<file path="config.mk">
export PLATFORM = sky130hd
export DESIGN_NAME = avc_decoder_config_record_parser
export DESIGN_NICKNAME = d
export VERILOG_FILES = /design/src/sv/avcc_pkg.sv /design/src/sv/avcc_step.sv /design/src/sv/avcc_skid.sv /design/src/sv/avc_decoder_config_record_parser.sv
export SDC_FILE = /design/constraint.sdc
export NUM_CORES = 1
export LEC_CHECK = 0
export BUFFER_PORTS_ARGS = -buffer_cell sky130_fd_sc_hd__buf_2
export CORE_MARGIN = 1.5
export CORE_UTILIZATION = 35
export CTS_CLUSTER_DIAMETER = 30
export DETAILED_ROUTE_END_ITERATION = 8
export PLACE_DENSITY_LB_ADDON = 0.25
export SLEW_MARGIN = 20
export SYNTH_ARGS = -nofsm -noshare
export SYNTH_HDL_FRONTEND = slang
export SYNTH_HIERARCHICAL = 1
export SYNTH_SLANG_ARGS = --single-unit
</file>
<file path="constraint.sdc">
create_clock -name clk -period 16.4 [get_ports clk]
set_input_delay 3.28 -clock clk [delete_from_list [all_inputs] [get_ports clk]]
set_output_delay 3.28 -clock clk [all_outputs]
set_load 0.05 [all_outputs]
</file>
<file path="src/sv/avcc_pkg.sv">
`timescale 1ns / 1ps

package avcc_pkg;

  typedef enum logic [3:0] {
    K_VERSION   = 4'd0,
    K_PROFILE   = 4'd1,
    K_COMPAT    = 4'd2,
    K_LEVEL     = 4'd3,
    K_LENSIZE   = 4'd4,
    K_SPSCOUNT  = 4'd5,
    K_SPSLEN_HI = 4'd6,
    K_SPSLEN_LO = 4'd7,
    K_SPSDATA   = 4'd8,
    K_PPSCOUNT  = 4'd9,
    K_PPSLEN_HI = 4'd10,
    K_PPSLEN_LO = 4'd11,
    K_PPSDATA   = 4'd12,
    K_TRAILING  = 4'd13
  } kind_t;

  localparam logic [7:0] LENSIZE_MASK  = 8'h03;
  localparam logic [7:0] SPSCOUNT_MASK = 8'h1F;

  typedef struct packed {
    kind_t       field_kind;
    logic [15:0] field_value;
    logic [7:0]  unit_number;
    logic [15:0] byte_offset;
    logic        record_done;
  } result_t;

endpackage

</file>
<file path="src/sv/avcc_step.sv">
`timescale 1ns / 1ps

// Parse state and per-byte classification. State advances on each accepted
// transaction; the result for that byte is combinational from the same state.
module avcc_step
  import avcc_pkg::*;
(
  input  logic       clk,
  input  logic       rst_n,
  input  logic       accept,
  input  logic [7:0] data_byte,
  input  logic       record_start,
  output result_t    res
);

  kind_t       phase_r, phase_nxt;
  logic [7:0]  units_left_r, units_left_nxt;
  logic [7:0]  unit_index_r, unit_index_nxt;
  logic [7:0]  length_high_r, length_high_nxt;
  logic [15:0] bytes_left_r, bytes_left_nxt;
  logic [15:0] offset_count_r, offset_count_nxt;

  kind_t       kind;
  logic        pps;
  logic [7:0]  ul_dec;
  logic [15:0] bl_dec;
  logic [15:0] len_full;

  always_ff @(posedge clk) begin
    if (!rst_n) begin
      phase_r        <= K_VERSION;
      units_left_r   <= 8'd0;
      unit_index_r   <= 8'd0;
      length_high_r  <= 8'd0;
      bytes_left_r   <= 16'd0;
      offset_count_r <= 16'd0;
    end else if (accept) begin
      phase_r        <= phase_nxt;
      units_left_r   <= units_left_nxt;
      unit_index_r   <= unit_index_nxt;
      length_high_r  <= length_high_nxt;
      bytes_left_r   <= bytes_left_nxt;
      offset_count_r <= offset_count_nxt;
    end
  end

  always_comb begin
    kind             = record_start ? K_VERSION : phase_r;
    pps              = (kind >= K_PPSCOUNT);
    ul_dec           = units_left_r - 8'd1;
    bl_dec           = bytes_left_r - 16'd1;
    len_full         = {length_high_r, data_byte};

    phase_nxt        = kind;
    units_left_nxt   = units_left_r;
    unit_index_nxt   = unit_index_r;
    length_high_nxt  = length_high_r;
    bytes_left_nxt   = bytes_left_r;
    offset_count_nxt = offset_count_r;

    res.field_kind   = kind;
    res.field_value  = {8'd0, data_byte};
    res.unit_number  = 8'd0;
    res.byte_offset  = 16'd0;
    res.record_done  = 1'b0;

    unique case (kind)
      K_VERSION:  phase_nxt = K_PROFILE;
      K_PROFILE:  phase_nxt = K_COMPAT;
      K_COMPAT:   phase_nxt = K_LEVEL;
      K_LEVEL:    phase_nxt = K_LENSIZE;
      K_LENSIZE: begin
        res.field_value = {8'd0, data_byte & LENSIZE_MASK};
        phase_nxt       = K_SPSCOUNT;
      end
      K_SPSCOUNT, K_PPSCOUNT: begin
        if (!pps) begin
          res.field_value = {8'd0, data_byte & SPSCOUNT_MASK};
        end
        units_left_nxt = res.field_value[7:0];
        unit_index_nxt = 8'd0;
        if (res.field_value[7:0] == 8'd0) begin
          if (pps) begin
            phase_nxt       = K_TRAILING;
            res.record_done = 1'b1;
          end else begin
            phase_nxt = K_PPSCOUNT;
          end
        end else begin
          phase_nxt = pps ? K_PPSLEN_HI : K_SPSLEN_HI;
        end
      end
      K_SPSLEN_HI, K_PPSLEN_HI: begin
        res.unit_number = unit_index_r;
        length_high_nxt = data_byte;
        phase_nxt       = pps ? K_PPSLEN_LO : K_SPSLEN_LO;
      end
      K_SPSLEN_LO, K_PPSLEN_LO, K_SPSDATA, K_PPSDATA: begin
        res.unit_number = unit_index_r;
        if (kind == K_SPSLEN_LO || kind == K_PPSLEN_LO) begin
          res.field_value  = len_full;
          bytes_left_nxt   = len_full;
          offset_count_nxt = 16'd0;
          phase_nxt        = pps ? K_PPSDATA : K_SPSDATA;
        end else begin
          res.byte_offset  = offset_count_r;
          offset_count_nxt = offset_count_r + 16'd1;
          bytes_left_nxt   = bl_dec;
        end
        // unit closes on an empty length or its last payload byte
        if (bytes_left_nxt == 16'd0) begin
          unit_index_nxt = unit_index_r + 8'd1;
          units_left_nxt = ul_dec;
          if (ul_dec == 8'd0) begin
            if (pps) begin
              phase_nxt       = K_TRAILING;
              res.record_done = 1'b1;
            end else begin
              phase_nxt = K_PPSCOUNT;
            end
          end else begin
            phase_nxt = pps ? K_PPSLEN_HI : K_SPSLEN_HI;
          end
        end
      end
      default: phase_nxt = K_TRAILING;
    endcase
  end

  a_done_to_trailing: assert property (@(posedge clk) disable iff (!rst_n)
    (accept && res.record_done) |=> (phase_r == K_TRAILING))
    else $error("record completed but parse not in trailing phase");

  a_offset_only_data: assert property (@(posedge clk) disable iff (!rst_n)
    (res.byte_offset != 16'd0) |->
      (res.field_kind == K_SPSDATA || res.field_kind == K_PPSDATA))
    else $error("byte offset set outside unit payload");

  a_start_restarts: assert property (@(posedge clk) disable iff (!rst_n)
    (accept && record_start) |=> (phase_r == K_PROFILE))
    else $error("record start did not restart the parse");

endmodule

</file>
<file path="src/sv/avcc_skid.sv">
`timescale 1ns / 1ps

// Output register with one skid entry; in_stall comes from a flop only.
module avcc_skid
  import avcc_pkg::*;
(
  input  logic    clk,
  input  logic    rst_n,
  input  logic    in_valid,
  output logic    in_stall,
  input  result_t in_res,
  output logic    out_valid,
  input  logic    out_stall,
  output result_t out_res
);

  logic    main_valid_r, main_valid_nxt;
  logic    skid_valid_r, skid_valid_nxt;
  result_t main_r, skid_r;
  logic    accept;
  logic    main_free;

  assign in_stall  = skid_valid_r;
  assign accept    = in_valid && !skid_valid_r;
  assign main_free = !main_valid_r || !out_stall;
  assign out_valid = main_valid_r;
  assign out_res   = main_r;

  always_comb begin
    main_valid_nxt = main_valid_r;
    skid_valid_nxt = skid_valid_r;
    if (main_free) begin
      main_valid_nxt = skid_valid_r || accept;
      skid_valid_nxt = 1'b0;
    end else if (accept) begin
      skid_valid_nxt = 1'b1;
    end
  end

  always_ff @(posedge clk) begin
    if (!rst_n) begin
      main_valid_r <= 1'b0;
      skid_valid_r <= 1'b0;
    end else begin
      main_valid_r <= main_valid_nxt;
      skid_valid_r <= skid_valid_nxt;
    end
  end

  always_ff @(posedge clk) begin
    if (main_free) begin
      main_r <= skid_valid_r ? skid_r : in_res;
    end else if (accept) begin
      skid_r <= in_res;
    end
  end

  a_skid_needs_main: assert property (@(posedge clk) disable iff (!rst_n)
    skid_valid_r |-> main_valid_r)
    else $error("skid entry held with empty output register");

  a_stalled_output_holds: assert property (@(posedge clk) disable iff (!rst_n)
    (out_valid && out_stall) |=> (out_valid && $stable(out_res)))
    else $error("stalled result changed");

  a_skid_fill: assert property (@(posedge clk) disable iff (!rst_n)
    (accept && main_valid_r && out_stall) |=> skid_valid_r)
    else $error("transaction dropped while output stalled");

endmodule

</file>
<file path="src/sv/avc_decoder_config_record_parser.sv">
`timescale 1ns / 1ps

// avcC record byte classifier.
// Input channel: one payload byte of the record per transaction (after the box
// header), with in_record_start high on the first byte to restart the parse.
// Result channel: one transaction per input byte giving the field kind, the
// decoded value (masked byte, or the full 16-bit unit length on the low length
// byte), SPS/PPS unit number, offset within the unit and a record-done flag.
// Each result is registered in the output register, or held in the skid entry first when the output stalls.
// Throughput: one byte per cycle while in_stall is low; the per-byte phase update is a single
// combinational step between the parse state and the output register.
// A one-entry skid behind the output register lets a byte be taken while a
// result waits; in_stall rises only once both entries are full, and drops as
// soon as the receiver takes a result.
// Reset (rst_n low, synchronous) empties the output stage and sets the parse to
// expect the version byte with all counters at zero.
module avc_decoder_config_record_parser
  import avcc_pkg::*;
(
  input  logic        clk,
  input  logic        rst_n,
  input  logic        in_valid,
  output logic        in_stall,
  input  logic [7:0]  in_data_byte,
  input  logic        in_record_start,
  output logic        out_valid,
  input  logic        out_stall,
  output logic [3:0]  out_field_kind,
  output logic [15:0] out_field_value,
  output logic [7:0]  out_unit_number,
  output logic [15:0] out_byte_offset,
  output logic        out_record_done
);

  result_t step_res;
  result_t out_res;
  logic    accept;

  assign accept = in_valid && !in_stall;

  avcc_step u_step (
    .clk          (clk),
    .rst_n        (rst_n),
    .accept       (accept),
    .data_byte    (in_data_byte),
    .record_start (in_record_start),
    .res          (step_res)
  );

  avcc_skid u_skid (
    .clk       (clk),
    .rst_n     (rst_n),
    .in_valid  (in_valid),
    .in_stall  (in_stall),
    .in_res    (step_res),
    .out_valid (out_valid),
    .out_stall (out_stall),
    .out_res   (out_res)
  );

  assign out_field_kind  = out_res.field_kind;
  assign out_field_value = out_res.field_value;
  assign out_unit_number = out_res.unit_number;
  assign out_byte_offset = out_res.byte_offset;
  assign out_record_done = out_res.record_done;

endmodule

</file>
==> results of run 1 <==
synth_stat cells, types with 4 or more instances:
library cell	count
clkbuf_1	32
nand4_1	10
nor3b_1	5
nand2_1	50
mux2i_1	13
a31oi_1	10
o31ai_1	4
or2_2	4
a211oi_1	5
edfxtp_1	90
xnor2_1	9
buf_6	6
or3_1	13
buf_2	5
o211ai_1	6
ha_1	9
nor2b_1	7
mux2_2	19
and3_1	22
mux2_4	28
xor2_1	12
o21a_1	5
nor3_1	17
a21oi_1	43
dfxtp_1	62
nand3_1	13
nor2_1	54
o21ai_0	30
and2_1	20
or4_1	5
inv_1	15
stage by stage:
step | power (uW) | hold WS (ns) | utilization | setup WS (ns)
after CTS | 905.3 | 0.4731 | 0.4062 | 10.11
after global placement | 526.1 | 0.4415 | 0.3796 | 9.866
final | 897.1 | 0.4737 | 0.4069 | 10.01
after global routing | 929.2 | 0.4994 | 0.4069 | 9.701
after floorplan | 505.5 | 0.4198 | - | 8.154
after detailed placement | 527.0 | 0.4638 | 0.3796 | 9.665
worst max path at each step:
stage	from	end	slack, ns	cells past startpoint
6_report	in_record_start	u_step/phase_r[2]	10.01	13
5_1_grt	in_record_start	u_step/phase_r[2]	9.70	13
4_1_cts	in_record_start	u_step/units_left_r[3]	10.11	9
3_5_place_dp	in_record_start	u_step/units_left_r[3]	9.66	9
3_3_place_gp	in_record_start	u_step/phase_r[2]	9.87	13
2_1_floorplan	out_stall	u_skid/skid_r[0]	8.15	2
layout make-up:
| class | count | share of cell area |
|---|---|---|
| tap | 275 | 0.04023 |
| sequential | 152 | 0.4612 |
| multi-input combinational | 474 | 0.3863 |
| timing repair buffer | 65 | 0.03979 |
| clock inverter | 12 | 0.01477 |
| inverter | 16 | 0.007022 |
| clock buffer | 19 | 0.05061 |
kinds of logic after synthesis:
kind of cell,Yosys count,share of synthesized area
adder cells (fa/ha/maj),9,0.01500
buffers and inverters,61,0.03832
AND/OR/NAND/NOR,242,0.1711
multiplexers,60,0.1018
flip-flops,152,0.5252
AO/OA/AOI/OAI,142,0.1241
XOR/XNOR,21,0.02449
report_power, final:
group          internal [uW]  switching [uW]
sequential               416            6.80
combinational           28.4            68.5
clock                    222             155
total                    667             230
critical path, cell delays in order:
cell      delay [ns]
buf_2           0.20
nor2b_1         0.79
a21boi_1        0.64
a21boi_0        0.41
ha_1            0.40
nor3b_1         0.19
a21oi_1         0.07
nor3b_1         0.20
a31oi_1         0.06
o21a_1          0.21
nand2_1         0.07
o211ai_1        0.08
a31oi_1         0.16
registers in the layout, summed over array words and instances, names as in the netlist:
name	count
u_skid/in_stall	1
u_skid/out_res	45
u_skid/out_valid	1
u_skid/skid_r	45
u_step/bytes_left_r	16
u_step/length_high_r	8
u_step/offset_count_r	16
u_step/phase_r	4
u_step/unit_index_r	8
u_step/units_left_r	8
routing by layer:
layer  vias to the layer above  routed length [um]  part of all wire  GRT usage
li1                       2608                   -                 -          -
met4                         0                 206             0.012    0.05743
met5                         -                   0                 0          0
met1                      2658                8604              0.48     0.2321
met3                        13                 870             0.049    0.03659
met2                       157                8090              0.46     0.2486
==> reports/qor.csv, run 1 <==
stage,metric,value,unit
finish,antenna_cells,0,
yosys,synth-seq-cells,152,
global_routing,grt_antenna_before_repair,0,
clock_network,cts_buffer_depth,2,
clock_network,cts_root_buf,clkbuf_16,
clock_network,cts-buffers-inserted,17,
finish,multi_input_area,0.003304,mm2
finish,fill_cells,2003,
power_and_ir_drop,irDropWorstVdd,0.05977,mV
detailed_routing,drt-pass1-iter-count,5,
clock_network,cts_htree_levels,4,
timing,skew,0.01141,ns
yosys,avgSynthCellArea,10.93,um2
floorplan,rows,53,
timing,worstMarginPinSlew,0.9709,ns
yosys,synth_cell_type_count,75,
finish,layout_common_cells,"edfxtp_1 (90), dfxtp_1 (61), buf_2 (59)",
finish,mostFrequentLayoutCell,edfxtp_1,
timing,finalSetupViolations,0,
worst_setup_path,cp_max_fo,19,
clock_network,ctsResizeCount,0,
finish,final_area,0.008553,mm2
yosys,syn_area,0.007510,mm2
finish,nets,748,
floorplan,initial_core_util,0.3572,
timing,slew_headroom,0.3514,
worst_setup_path,regToRegSetupSlack,12.25,ns
floorplan,ios,60,
placed_design,dpl_cell_area,0.007980,mm2
global_routing,grt_pass1_vias,5288,
yosys,ys_top_cells_by_area,"edfxtp_1 (36%), dfxtp_1 (17%), mux2_4 (5.6%)",
detailed_routing,first_iter_violations,513,
finish,drive_gt1_frac,0.2276,
job,maxCapViolCount,0,
floorplan,coreArea,0.02102,mm2
clock_network,clk_pin_slew,0.06,ns
yosys,synthFlopType,edfxtp_1,
global_routing,grt_pass1_wl,28.50,mm
timing,rsz0062_at_grt,false,
timing,period_share,0.3898,
status,status,completed,
power_and_ir_drop,p_leak,0.003293,uW
clock_network,cts_sinks,152,
placed_design,gp_congestion,0.8951,
detailed_routing,viasPerCell,5.366,
clock_network,clock_latency,0.43,ns
worst_setup_path,critPathArrivalTime,6.75,ns
global_routing,grt_use_total,0.1648,
worst_setup_path,r2r-start,u_step/phase_r[3],
finish,seqCellArea,0.003945,mm2
clock_network,cts_hold_buffers,0,
finish,fin_cells,1013,
timing,fin_crit,6.392,ns
worst_setup_path,critPathKind,in -> reg,
floorplan,die_h,149.5,um
placed_design,portBuffers,59,
detailed_routing,routed-via-count,5436,
worst_setup_path,worstSetupStartpointType,input port,
worst_setup_path,r2r_cells,8,
yosys,synth_top_area_cell,edfxtp_1,
placed_design,dpl.hpwl,11.85,mm
clock_network,cts_tree,done,
power_and_ir_drop,p_per_area,104.9,mW/mm2
timing,timing_hold_violations_final,0,
timing,fmax,156.4,MHz
detailed_routing,wirelength,17.77,mm
detailed_routing,wl_per_cell,17.54,um
timing,final_max_slew_viol_count,0,
yosys,synth_top_area_frac,0.3599,
global_routing,grt_max_degree,50,
floorplan,die_area,0.02234,mm2
worst_hold_path,whs_path_depth,1,
worst_hold_path,min_to,u_step/unit_index_r[7],
timing,setup_tns,0,ns
yosys,synth_edf_count,90,
worst_setup_path,r2r_end,u_step/units_left_r[3],
yosys,synth_nets,709,
floorplan,die_width,149.5,um
yosys,synth.yosys.seq_area_share,0.5252,
yosys,async_flop_share,0,
detailed_routing,drtAntennaViolNets,0,
worst_hold_path,hold_class,reg -> reg,
worst_setup_path,required,16.76,ns
global_routing,grt_overflow_total,0,
placed_design,post-place-cells,982,
clock_network,post-cts-setup-buffers,0,
yosys,synth_cells,687,
finish,area_delta_synth_final,13.90,%
yosys,yosys_warnings,6,
detailed_routing,drcViolationCount,0,
worst_hold_path,worstHoldStart,u_step/unit_index_r[7],
worst_setup_path,end_kind,flip-flop,
Note: power is estimated with default switching activity, not from simulation.
==> run 2: changes to the inputs <==
==> constraint.sdc (replaced) <==
create_clock -name clk -period 5.8 [get_ports clk]
set_input_delay 1.16 -clock clk [delete_from_list [all_inputs] [get_ports clk]]
set_output_delay 1.16 -clock clk [all_outputs]
set_load 0.05 [all_outputs]
==> run 2 against run 1 <==
  * Sequential share of layout area hardly changed
  * Via count hardly changed
  * Final cell count is 0.49% higher
  * Sequential cell count stayed put
  * Final area hardly changed
==> reports/qor.csv, run 2 (same netlist as run 1, synthesis figures left out) <==
stage,metric,value,unit
global_routing,grt_antenna_before_repair,0,
global_routing,grt_max_degree,49,
clock_network,clk_pin_slew,0.06,ns
timing,worstMarginPinSlew,0.9936,ns
finish,area_delta_synth_final,13.98,%
power_and_ir_drop,switchingPower,637.6,uW
timing,finalSetupViolations,0,
timing,whs,0.4634,ns
clock_network,cts_buffer_depth,2,
finish,final_core_util,0.4072,
power_and_ir_drop,p_leak,0.003295,uW
job,maxCapViolCount,0,
placed_design,portBuffers,59,
detailed_routing,routed.top_layer,met4,
timing,final_max_slew_viol_count,0,
worst_setup_path,required,6.14,ns
detailed_routing,drcViolationCount,0,
finish,fill_cells,2021,
worst_setup_path,r2r-start,u_step/bytes_left_r[0],
detailed_routing,wl_per_cell,17.09,um
floorplan,rows,53,
power_and_ir_drop,internal_power,1840,uW
finish,mostFrequentLayoutCell,edfxtp_1,
power_and_ir_drop,power.share.clock,0.407,
power_and_ir_drop,pwr-share-comb,0.110,
detailed_routing,wl_met1,8.110,mm
worst_setup_path,critPathArrivalTime,4.18,ns
clock_network,cts_hold_buffers,0,
detailed_routing,first_iter_violations,367,
worst_setup_path,critPathKind,reg -> reg,
worst_setup_path,end_kind,flip-flop,
global_routing,grt_pass1_wl,28.28,mm
detailed_routing,drtAntennaViolNets,0,
global_routing,grt_pass1_vias,5357,
finish,layout_common_cells,"edfxtp_1 (90), dfxtp_1 (61), buf_2 (59)",
timing,rsz0062_at_grt,false,
timing,slew_headroom,0.3325,
power_and_ir_drop,pwr-share-seq,0.482,
worst_setup_path,worstSetupStartpointType,flip-flop,
worst_hold_path,whs_path_depth,1,
floorplan,die_width,149.5,um
clock_network,cts-buffers-inserted,17,
finish,nets,752,
clock_network,clock_latency,0.42,ns
detailed_routing,viasPerCell,5.336,
clock_network,post-cts-setup-buffers,0,
clock_network,cts_sinks,152,
floorplan,die_area,0.02234,mm2
timing,fmax,260.9,MHz
worst_setup_path,cp_max_fo,10,
worst_hold_path,worstHoldStart,u_step/unit_index_r[7],
worst_hold_path,hold_class,reg -> reg,
floorplan,ios,60,
timing,skew,0.008219,ns
power_and_ir_drop,p_sw_frac,0.2573,
clock_network,cts_root_buf,clkbuf_16,
status,status,completed,
floorplan,die_h,149.5,um
floorplan,initial_core_util,0.3572,
worst_hold_path,min_to,u_step/unit_index_r[7],
timing,setup_tns,0,ns
clock_network,ctsResizeCount,0,
placed_design,gp_congestion,0.8715,
placed_design,dpl.hpwl,11.92,mm
detailed_routing,routed-via-count,5432,
clock_network,cts_htree_levels,4,
timing,period_share,0.6608,
timing,fin_crit,3.833,ns
power_and_ir_drop,irDropWorstVdd,0.1339,mV
finish,antenna_cells,0,
detailed_routing,met3_length,960,um
global_routing,grt_overflow_total,0,
detailed_routing,wirelength,17.40,mm
timing,timing_hold_violations_final,0,
finish,drive_gt1_frac,0.2288,
worst_setup_path,r2r_end,u_step/units_left_r[3],
detailed_routing,dr_wl_met2,8.083,mm
power_and_ir_drop,p_per_area,289.5,mW/mm2
detailed_routing,drt-pass1-iter-count,5,
worst_setup_path,regToRegSetupSlack,1.97,ns
global_routing,grt_use_total,0.1633,
clock_network,cts_tree,done,
floorplan,coreArea,0.02102,mm2
worst_setup_path,r2r_cells,10,
run 2: routing by layer:
| metal | GRT usage | up-vias |
|---|---|---|
| met4 | 0.05495 | 0 |
| met3 | 0.03811 | 17 |
| met2 | 0.2562 | 162 |
| met1 | 0.2212 | 2636 |
| met5 | 0 | - |
| li1 | - | 2617 |
run 2: per-stage QoR:
stage / total power [uW] / cell area, um2 / setup WS [ns] / cells
3_3_place_gp: 1490 / 8016 / 1.544 / 986
2_1_floorplan: 1429 / 7515 / 1.263 / 687
6_report: 2478 / 8559 / 1.967 / 1018
3_5_place_dp: 1492 / 8016 / 1.339 / 986
4_1_cts: 2503 / 8556 / 1.771 / 1018
5_1_grt: 2569 / 8559 / 1.638 / 1018
run 2: critical path, stage by stage, from the launching register on:
cell and delay [ns]:
dfxtp_1 0.34, inv_1 0.07, ha_1 0.25, or4b_1 0.66
nor4_1 0.48, mux2i_1 0.16, a2111oi_1 0.53, nand4_1 0.30
nor3_2 0.47, mux2_2 0.38, a21oi_1 0.12
run 2: layout make-up:
type	count	area (um2)	share of cell area
clock buffer	18	429.2	0.05014
clock inverter	14	110.1	0.01286
inverter	16	60.06	0.007017
multi-input combinational	474	3301	0.3856
sequential	152	3945	0.4609
tap	275	344.1	0.04020
timing repair buffer	69	370.4	0.04327
run 2: power groups by stage:
stage	combinational [uW]	sequential, uW	clock (uW)
floorplan	141	1290	0
global placement	272	1220	0
detailed placement	273	1220	0
CTS	274	1200	1030
global route	294	1200	1080
finish	274	1200	1010
run 2: worst max-delay path by stage:
stage / start / to / slack [ns]
floorplan: out_stall / u_skid/skid_r[0] / 1.26
global placement: in_record_start / u_step/phase_r[2] / 1.54
detailed placement: in_record_start / u_step/phase_r[2] / 1.34
CTS: in_record_start / u_step/phase_r[2] / 1.77
global route: in_record_start / u_step/phase_r[2] / 1.64
finish: u_step/bytes_left_r[0] / u_step/units_left_r[3] / 1.97
